File: src/design/rmd_pkg.sv
// Package for the RIPEMD-160 hash engine: round constants, word order and rotate tables.
// Used by rmd_round and ripemd160_hash_engine; depends on nothing.
package rmd_pkg;

   localparam int WordWidth  = 32;
   localparam int RoundCount = 80;

   typedef logic [31:0] word_type;

   // Initial chaining value.
   function automatic word_type init_word(input logic [2:0] idx);
      word_type r;
      r = 32'h0;
      case (idx)
         3'd0: r = 32'h67452301;
         3'd1: r = 32'hEFCDAB89;
         3'd2: r = 32'h98BADCFE;
         3'd3: r = 32'h10325476;
         3'd4: r = 32'hC3D2E1F0;
         default: r = 32'h0;
      endcase
      return r;
   endfunction

   function automatic word_type left_k(input logic [2:0] g);
      word_type r;
      r = 32'h0;
      case (g)
         3'd1: r = 32'h5A827999;
         3'd2: r = 32'h6ED9EBA1;
         3'd3: r = 32'h8F1BBCDC;
         3'd4: r = 32'hA953FD4E;
         default: r = 32'h0;
      endcase
      return r;
   endfunction

   function automatic word_type right_k(input logic [2:0] g);
      word_type r;
      r = 32'h0;
      case (g)
         3'd0: r = 32'h50A28BE6;
         3'd1: r = 32'h5C4DD124;
         3'd2: r = 32'h6D703EF3;
         3'd3: r = 32'h7A6D76E9;
         default: r = 32'h0;
      endcase
      return r;
   endfunction

   localparam logic [3:0] LEFT_W [RoundCount] = '{
      0,1,2,3,4,5,6,7,8,9,10,11,12,13,14,15,
      7,4,13,1,10,6,15,3,12,0,9,5,2,14,11,8,
      3,10,14,4,9,15,8,1,2,7,0,6,13,11,5,12,
      1,9,11,10,0,8,12,4,13,3,7,15,14,5,6,2,
      4,0,5,9,7,12,2,10,14,1,3,8,11,6,15,13};
   localparam logic [3:0] RIGHT_W [RoundCount] = '{
      5,14,7,0,9,2,11,4,13,6,15,8,1,10,3,12,
      6,11,3,7,0,13,5,10,14,15,8,12,4,9,1,2,
      15,5,1,3,7,14,6,9,11,8,12,2,10,0,4,13,
      8,6,4,1,3,11,15,0,5,12,2,13,9,7,10,14,
      12,15,10,4,1,5,8,7,6,2,13,14,0,3,9,11};
   localparam logic [4:0] LEFT_S [RoundCount] = '{
      11,14,15,12,5,8,7,9,11,13,14,15,6,7,9,8,
      7,6,8,13,11,9,7,15,7,12,15,9,11,7,13,12,
      11,13,6,7,14,9,13,15,14,8,13,6,5,12,7,5,
      11,12,14,15,14,15,9,8,9,14,5,6,8,6,5,12,
      9,15,5,11,6,8,13,12,5,12,13,14,11,8,5,6};
   localparam logic [4:0] RIGHT_S [RoundCount] = '{
      8,9,9,11,13,15,15,5,7,7,8,11,14,14,12,6,
      9,13,15,7,12,8,9,11,7,7,12,7,6,15,13,11,
      9,7,15,11,8,6,6,14,12,13,5,14,13,13,7,5,
      15,5,8,11,14,14,6,14,6,9,12,9,12,5,15,8,
      8,5,12,9,12,5,14,6,8,13,6,5,15,13,11,11};

   function automatic word_type rotl(input word_type x, input logic [4:0] n);
      logic [63:0] d;
      d = {x, x} << n;
      return d[63:32];
   endfunction

   function automatic word_type bool_fn(input logic [2:0] sel, input word_type x,
                                        input word_type y, input word_type z);
      word_type r;
      r = x ^ y ^ z;
      case (sel)
         3'd0: r = x ^ y ^ z;
         3'd1: r = (x & y) | (~x & z);
         3'd2: r = (x | ~y) ^ z;
         3'd3: r = (x & z) | (y & ~z);
         default: r = x ^ (y | ~z);
      endcase
      return r;
   endfunction

endpackage

File: src/design/rmd_ram.sv
// Generic RAM with one write port and one registered read port.
// No dependencies.
module rmd_ram #(
   parameter int Width = 32,
   parameter int Depth = 16
) (
   input  logic                     clock,
   input  logic                     wr_en,
   input  logic [$clog2(Depth)-1:0] wr_addr,
   input  logic [Width-1:0]         wr_data,
   input  logic [$clog2(Depth)-1:0] rd_addr,
   output logic [Width-1:0]         rd_data
);
   logic [Width-1:0] mem_ff [Depth];

   // Write port and registered read port.
   always_ff @(posedge clock) begin
      if (wr_en) begin
         mem_ff[wr_addr] <= wr_data;
      end
      rd_data <= mem_ff[rd_addr];
   end
endmodule

File: src/design/rmd_round.sv
// One RIPEMD-160 round step for one line, shared over all 80 rounds.
// Depends on rmd_pkg.
module rmd_round (
   input  rmd_pkg::word_type v_in [5],
   input  rmd_pkg::word_type x,
   input  rmd_pkg::word_type k,
   input  logic [2:0]        fsel,
   input  logic [4:0]        s,
   output rmd_pkg::word_type v_out [5]
);
   rmd_pkg::word_type sum;

   // Add, rotate, add, then shift the five words along.
   always_comb begin
      sum = v_in[0] + rmd_pkg::bool_fn(fsel, v_in[1], v_in[2], v_in[3]) + x + k;
      v_out[1] = rmd_pkg::rotl(sum, s) + v_in[4];
      v_out[0] = v_in[4];
      v_out[4] = v_in[3];
      v_out[3] = rmd_pkg::rotl(v_in[2], 5'd10);
      v_out[2] = v_in[1];
   end
endmodule

File: src/design/ripemd160_hash_engine.sv
// Top level of the RIPEMD-160 hash engine: byte packing, padding, round sequencer.
// Depends on rmd_pkg, rmd_ram and rmd_round.
//
// Channel | Direction | Contents
// req     | in        | tdata = data_byte, tuser = byte_valid, tlast = last_byte
// rsp     | out       | tdata = digest_word, tuser = word_index, tlast = last_word
//
// A byte that does not finish a block leaves the engine idle and ready. A byte
// that finishes a block starts a compression: a load state, the 80 rounds, in
// which the two lines take turns because they share the block memory's single
// read port and the round unit, and a final update state.
// A last request adds padding at one byte per cycle, one or two compressions,
// and five result words, each offered until taken. Reset is synchronous and returns the initial value.
// The engine holds req_tready low while it works and while results wait.
module ripemd160_hash_engine (
   input  logic        clock,
   input  logic        reset,
   input  logic        req_tvalid,
   output logic        req_tready,
   input  logic [7:0]  req_tdata,   // [7:0] data_byte
   input  logic        req_tuser,   // [0] byte_valid
   input  logic        req_tlast,
   output logic        rsp_tvalid,
   input  logic        rsp_tready,
   output logic [31:0] rsp_tdata,   // [31:0] digest_word
   output logic [2:0]  rsp_tuser,   // [2:0] word_index
   output logic        rsp_tlast
);
   localparam logic [2:0] ST_IDLE = 3'd0;
   localparam logic [2:0] ST_PAD  = 3'd1;
   localparam logic [2:0] ST_LOAD = 3'd2;
   localparam logic [2:0] ST_RND  = 3'd3;
   localparam logic [2:0] ST_FIN  = 3'd4;
   localparam logic [2:0] ST_OUT  = 3'd5;

   logic [2:0]  state_ff, state_in;
   logic [60:0] count_ff, count_in;
   logic [5:0]  pos_ff, pos_in;          // byte position inside the block
   logic        pad_ff, pad_in;          // the 0x80 marker byte has been placed
   logic        fin_ff, fin_in;          // the message has ended, padding under way
   logic        len_ff, len_in;          // the length goes into the current block
   logic [63:0] bits_ff, bits_in;
   logic [6:0]  round_ff, round_in;
   logic        half_ff, half_in;        // 0: left line step, 1: right line step
   logic [2:0]  oidx_ff, oidx_in;
   rmd_pkg::word_type cv_ff [5];
   rmd_pkg::word_type cv_in [5];
   rmd_pkg::word_type lw_ff [5];
   rmd_pkg::word_type lw_in [5];
   rmd_pkg::word_type rw_ff [5];
   rmd_pkg::word_type rw_in [5];
   rmd_pkg::word_type part_ff, part_in;  // word under assembly
   rmd_pkg::word_type line_in [5];
   rmd_pkg::word_type line_out [5];

   logic        wr_en;
   logic [3:0]  rd_addr;
   rmd_pkg::word_type rd_data, rnd_k;
   logic [7:0]  put_byte;
   logic        put_en;
   logic [2:0]  grp, fsel;
   logic [4:0]  rnd_s;
   logic [6:0]  rnd_idx;

   // Block memory of 16 little-endian words.
   rmd_ram #(.Width(rmd_pkg::WordWidth), .Depth(16)) u_block (
      .clock  (clock),
      .wr_en  (wr_en),
      .wr_addr(pos_ff[5:2]),
      .wr_data({put_byte, part_ff[31:8]}),
      .rd_addr(rd_addr),
      .rd_data(rd_data)
   );

   // Shared round unit, alternating between the two lines.
   rmd_round u_round (
      .v_in (line_in),
      .x    (rd_data),
      .k    (rnd_k),
      .fsel (fsel),
      .s    (rnd_s),
      .v_out(line_out)
   );

   // Round schedule: each word is fetched through the registered read port ahead of the step that uses it.
   always_comb begin
      rnd_idx = round_ff;
      grp     = 3'(round_ff >> 4);
      if (state_ff == ST_RND && half_ff) begin
         rd_addr = rmd_pkg::LEFT_W[(round_ff == 7'd79) ? 7'd79 : round_ff + 7'd1];
      end else begin
         rd_addr = rmd_pkg::RIGHT_W[rnd_idx];
      end
      if (state_ff == ST_LOAD) begin
         rd_addr = rmd_pkg::LEFT_W[0];
      end
      if (half_ff) begin
         fsel    = 3'd4 - grp;
         rnd_k   = rmd_pkg::right_k(grp);
         rnd_s   = rmd_pkg::RIGHT_S[rnd_idx];
         line_in = rw_ff;
      end else begin
         fsel    = grp;
         rnd_k   = rmd_pkg::left_k(grp);
         rnd_s   = rmd_pkg::LEFT_S[rnd_idx];
         line_in = lw_ff;
      end
   end

   // Byte being placed: message byte, or padding and length bytes.
   always_comb begin
      put_en   = 1'b0;
      put_byte = req_tdata;
      if (state_ff == ST_IDLE) begin
         put_en = req_tvalid && req_tuser;
      end else if (state_ff == ST_PAD) begin
         put_en = 1'b1;
         if (!pad_ff) begin
            put_byte = 8'h80;
         end else if (len_ff && pos_ff >= 6'd56) begin
            put_byte = bits_ff[8*(pos_ff[2:0]) +: 8];
         end else begin
            put_byte = 8'h00;
         end
      end
      wr_en = put_en && (pos_ff[1:0] == 2'd3);
   end

   // Sequencer.
   always_comb begin
      state_in = state_ff;
      count_in = count_ff;
      pos_in   = pos_ff;
      pad_in   = pad_ff;
      fin_in   = fin_ff;
      len_in   = len_ff;
      bits_in  = bits_ff;
      round_in = round_ff;
      half_in  = half_ff;
      oidx_in  = oidx_ff;
      cv_in    = cv_ff;
      lw_in    = lw_ff;
      rw_in    = rw_ff;
      part_in  = part_ff;
      if (put_en) begin
         part_in = {put_byte, part_ff[31:8]};
         pos_in  = pos_ff + 6'd1;
      end
      unique case (state_ff)
         ST_IDLE: begin
            if (req_tvalid) begin
               if (req_tuser) begin
                  count_in = count_ff + 61'd1;
               end
               // The end mark latches the bit length and starts the padding.
               if (req_tlast) begin
                  bits_in = {count_in, 3'b000};
                  fin_in  = 1'b1;
                  pad_in  = 1'b0;
                  len_in  = 1'b0;
               end
               if (req_tuser && pos_ff == 6'd63) begin
                  state_in = ST_LOAD;
               end else if (req_tlast) begin
                  state_in = ST_PAD;
               end
            end
         end
         ST_PAD: begin
            // The length fits behind the marker only when the marker lands before byte 56.
            if (!pad_ff) begin
               pad_in = 1'b1;
               len_in = (pos_ff < 6'd56);
            end
            if (pos_ff == 6'd63) begin
               state_in = ST_LOAD;
            end
         end
         ST_LOAD: begin
            lw_in    = cv_ff;
            rw_in    = cv_ff;
            round_in = 7'd0;
            half_in  = 1'b0;
            state_in = ST_RND;
         end
         ST_RND: begin
            if (half_ff) begin
               rw_in    = line_out;
               round_in = round_ff + 7'd1;
               if (round_ff == 7'd79) begin
                  state_in = ST_FIN;
               end
            end else begin
               lw_in = line_out;
            end
            half_in = !half_ff;
         end
         ST_FIN: begin
            cv_in[0] = cv_ff[1] + lw_ff[2] + rw_ff[3];
            cv_in[1] = cv_ff[2] + lw_ff[3] + rw_ff[4];
            cv_in[2] = cv_ff[3] + lw_ff[4] + rw_ff[0];
            cv_in[3] = cv_ff[4] + lw_ff[0] + rw_ff[1];
            cv_in[4] = cv_ff[0] + lw_ff[1] + rw_ff[2];
            // A plain block goes idle; the length block ends the message; others pad on.
            if (!fin_ff) begin
               state_in = ST_IDLE;
            end else if (len_ff) begin
               state_in = ST_OUT;
               oidx_in  = 3'd0;
            end else begin
               state_in = ST_PAD;
               len_in   = pad_ff;
            end
         end
         ST_OUT: begin
            if (rsp_tready) begin
               oidx_in = oidx_ff + 3'd1;
               if (oidx_ff == 3'd4) begin
                  state_in = ST_IDLE;
                  oidx_in  = 3'd0;
                  fin_in   = 1'b0;
                  pad_in   = 1'b0;
                  len_in   = 1'b0;
                  for (int i = 0; i < 5; i++) begin
                     cv_in[i] = rmd_pkg::init_word(3'(i));
                  end
                  count_in = '0;
               end
            end
         end
         default: state_in = ST_IDLE;
      endcase
   end

   // Registers.
   always_ff @(posedge clock) begin
      if (reset) begin
         state_ff  <= ST_IDLE;
         count_ff  <= '0;
         pos_ff    <= '0;
         pad_ff    <= 1'b0;
         fin_ff    <= 1'b0;
         len_ff    <= 1'b0;
         round_ff  <= '0;
         half_ff   <= 1'b0;
         oidx_ff   <= '0;
         for (int i = 0; i < 5; i++) begin
            cv_ff[i] <= rmd_pkg::init_word(3'(i));
         end
      end else begin
         state_ff  <= state_in;
         count_ff  <= count_in;
         pos_ff    <= pos_in;
         pad_ff    <= pad_in;
         fin_ff    <= fin_in;
         len_ff    <= len_in;
         round_ff  <= round_in;
         half_ff   <= half_in;
         oidx_ff   <= oidx_in;
         cv_ff     <= cv_in;
      end
      bits_ff <= bits_in;
      lw_ff   <= lw_in;
      rw_ff   <= rw_in;
      part_ff <= part_in;
   end

   assign req_tready = (state_ff == ST_IDLE);
   assign rsp_tvalid = (state_ff == ST_OUT);
   assign rsp_tdata  = cv_ff[oidx_ff];
   assign rsp_tuser  = oidx_ff;
   assign rsp_tlast  = (oidx_ff == 3'd4);

`ifndef SYNTHESIS
   // No request is taken while results are offered.
   a_no_overlap: assert property (@(posedge clock) disable iff (reset)
      !(rsp_tvalid && req_tready)) else $error("request taken during output");
   // The word index stays within the digest.
   a_idx: assert property (@(posedge clock) disable iff (reset)
      rsp_tvalid |-> (rsp_tuser <= 3'd4)) else $error("bad word index");
   // After the final word is taken the engine returns to idle.
   a_ret: assert property (@(posedge clock) disable iff (reset)
      (rsp_tvalid && rsp_tready && rsp_tlast) |=> req_tready)
      else $error("no return to idle");
`endif
endmodule
File: config.mk
export PLATFORM = sky130hd
export DESIGN_NAME = ripemd160_hash_engine
export DESIGN_NICKNAME = d
export VERILOG_FILES = /design/src/design/rmd_pkg.sv /design/src/design/rmd_ram.sv /design/src/design/rmd_round.sv /design/src/design/ripemd160_hash_engine.sv
export SDC_FILE = /design/constraint.sdc
export NUM_CORES = 2
export LEC_CHECK = 0
export BUFFER_PORTS_ARGS = -buffer_cell sky130_fd_sc_hd__clkbuf_2
export CAP_MARGIN = 15
export CORE_UTILIZATION = 35
export DETAILED_ROUTE_END_ITERATION = 10
export PLACE_DENSITY_LB_ADDON = 0.2
export SLEW_MARGIN = 20
export SYNTH_ARGS = -nofsm -noshare
export SYNTH_HDL_FRONTEND = slang
export SYNTH_HIERARCHICAL = 1
export SYNTH_SLANG_ARGS = --single-unit
File: constraint.sdc
create_clock -name clock -period 14.9 [get_ports clock]
set_input_delay 0.745 -clock clock [delete_from_list [all_inputs] [get_ports clock]]
set_output_delay 0.745 -clock clock [all_outputs]
set_load 0.02 [all_outputs]
==> impl_metrics.tcl <==
set metrics [dict create \
    die_h_um 454 \
    p_sw_share_pct 39.5 \
    final.setup.tns_ps 0 \
    finalCriticalPeriod_ps 11800 \
    dr.pass1.iters 6 \
    finalCritPeriodShare_pct 79.2 \
    synth_commonest_cells "edfxtp_1, nand2_1, nor2_1, a21oi_1, o21ai_0" \
    final-hold-violation-count 0 \
    crit_slowest_cell "a21boi_0" \
    synth_edf_count 917 \
    vias 50983 \
    synth_top_flop_cell "edfxtp_1" \
    synth_cell_type_count 111 \
    rrSetupSlack_ps 3100 \
    dp_slack_ps 3420 \
    synth_fp_nets 6870 \
    peakVddDrop_mv 0.194 \
    clock_latency_ps 840 \
    drc 0 \
    leakagePower_nw 27.9 \
    grtUsageTotal_pct 23.2 \
    slew_violations 0 \
    clock-root-buffer "clkbuf_16" \
    netlist_area_um2 71600 \
    drive_above_1_share_pct 13.5 \
    wl_per_cell_um 27.0 \
    p_per_area_nw_per_um2 167 \
    crit_path_start_kind "flop" \
    status "finished, final reports clean" \
    dpl_cell_area_um2 73800 \
    cts_max_path_buffers 3 \
    ys_top_cells_by_area "edfxtp_1, dfxtp_1, fa_1" \
    p_clk_share_pct 26.8 \
    dp_hpwl_mm 171 \
    path_class "flop to flop" \
    maxCapViolCount 0 \
    synth_area_leader_cell "edfxtp_1" \
    hold_depth 2 \
    synth_top_area_share_pct 38.5 \
    p_sw_mw 5.20 \
    synth_cells 6364 \
    cp_data_required_time_ps 15460 \
    final_nets 6691 \
    finalInstanceArea_um2 78500 \
    finalSetupViolCount 0 \
    grt_pass1_wl_mm 351 \
    synth-seq-cells 1193 \
    die_area_um2 206000 \
    ant_nets 0 \
    post-route-util_pct 38.7 \
    start_util_pct 35.3 \
    p_comb_share_pct 42.9 \
    maxSlewHeadroom_pct 19.9 \
    tightest_slew_ps 1190 \
    synth-seq-area-share_pct 46.2 \
    die_w_um 454 \
    rsz0062_at_grt "no" \
    yosys_warnings 6 \
    critical_path_arrival_ps 12360 \
    cts_tree "built" \
    rows 165 \
    cts-hold-fix-buffers 0 \
    grt_overflow_total 0 \
    routabilityCongestion 0.963 \
    worstRegToRegCells 37 \
    r2r-start "rnd_idx[4]$_SDFFE_PP0P_" \
    cts_buffers 139 \
    fmax_mhz 84.8 \
    seqPwrFrac_pct 30.3 \
    area_delta_synth_final_pct 9.66 \
    antenna_found_initial 5 \
    htreeDepth 4 \
    setup_slack_ps 3100 \
    async_flop_share_pct 0 \
    crit_path_end_kind "flop" \
    core_area_um2 203000 \
    grt_pass1_vias 50224 \
    cts_resized 0 \
    cts.sink_count 1193 \
    hold_path_class "primary input to flop" \
    drt_iter0_drc 4803 \
    clk_pin_slew_ps 60 \
    viasPerCell 5.68 \
    routed_wl_mm 242 \
    grt_max_degree 118 \
    yosysMostFrequentCell "edfxtp_1" \
    reg2reg_to "rw_ff[127]$_DFFE_PP_" \
    skew_ps 53.1 \
    p_int_mw 7.96 \
    crit_path_start "rnd_idx[4]$_SDFFE_PP0P_" \
    synth_area_per_cell_um2 11.3 \
    io_pins 52 \
    critPathMaxFanout 58 \
    critPathMostFrequentCell "ha_1" \
    io_buffers 51 \
    post_cts_buffers 0 \
    final_cells 8974 \
    slowest_delay_ps 750 \
    endpoint "rw_ff[127]$_DFFE_PP_" \
    place_inst 8716 \
]
[kinds of logic (layout without fill, tap and decap cells)]
group	after synthesis	count (layout)	share of synthesized area (%)
other	1	5	0.00524
buffers and inverters	651	585	4.38
AOI/OAI and AO/OA	1489	1489	13.3
adders and majority gates	492	492	10.9
xor gates and xnor gates	310	310	3.79
muxes	484	484	10.6
and+or+nand+nor	1744	1744	10.8
DFF	1193	1193	46.2
[cell type report]
class	count	area (um^2)
sequential	1193	33100
tap	2672	3340
multi-input combinational	4520	35700
timing repair buffer	149	1020
fill	19516	124000
inverter	182	691
clock buffer	176	3670
clock inverter	78	1030
antenna	4	10.0
[state kept, by name (all words and copies together) (netlist names), 3 cells and up]
register         flops
u_block/mem_ff     512
lw_ff              160
rnd_idx              7
rw_ff              160
state_ff             3
cv_ff              160
bits_ff             61
part_ff             24
u_block/rd_data     32
count_ff            61
pos_ff               6
rsp_tuser            3
[how the worst min path moves through the flow]
stage	from	end	slack, ps
floorplan	count_ff[42]$_SDFFE_PP0P_	count_ff[42]$_SDFFE_PP0P_	430
global placement	count_ff[42]$_SDFFE_PP0P_	count_ff[42]$_SDFFE_PP0P_	440
detailed placement	count_ff[42]$_SDFFE_PP0P_	count_ff[42]$_SDFFE_PP0P_	450
CTS	reset	cv_ff[131]$_SDFFE_PP0P_	220
global route	reset	cv_ff[130]$_SDFFE_PP0P_	260
finish	reset	cv_ff[131]$_SDFFE_PP0P_	250
[cell usage in the layout (no fill, tap or decap), types with 100 or more instances in the layout]
cell type,instances
fa_1,223
mux2i_1,100
edfxtp_1,917
xor2_1,132
xnor2_1,178
ha_1,269
inv_1,176
nor2_1,379
o21ai_0,346
a21oi_1,392
a22oi_1,158
nand2_1,842
mux4_2,197
dfxtp_1,269
a21o_1,105
clkbuf_16,139
mux2_2,184
[power by group through the flow]
stage,sequential [mW],clock (mW),combinational [mW]
6_report,3.98,3.53,5.65
5_1_grt,4.00,3.73,6.03
4_1_cts,3.98,3.60,5.58
3_5_place_dp,4.05,0,5.54
3_3_place_gp,4.04,0,5.54
2_1_floorplan,4.01,0,3.90
[layer usage]
| metal | vias to the layer above | GRT usage [%] | wire (um) |
|---|---|---|---|
| li1 | 23022 | - | - |
| met1 | 25959 | 31.6 | 105000 |
| met2 | 1704 | 38.2 | 115000 |
| met3 | 298 | 3.07 | 13700 |
| met4 | 0 | 7.60 | 7830 |
| met5 | - | 0 | 0 |
[metrics by stage]
stage,power [mW],hold WS (ps)
after floorplan,7.91,432
after global placement,9.59,441
after detailed placement,9.59,453
after CTS,13.2,219
after global routing,13.8,256
final,13.2,252
[worst max-delay path: cells and delay by family, from the launching register on]
kind	cells	cell delay (ps)
xor gates and xnor gates	2	300
buffers and inverters	4	1830
muxes	3	620
AOI/OAI and AO/OA	15	4630
and+or+nand+nor	8	1750
adders and majority gates	5	2070
DFF	1	310
(Power assumes the default switching activity.)
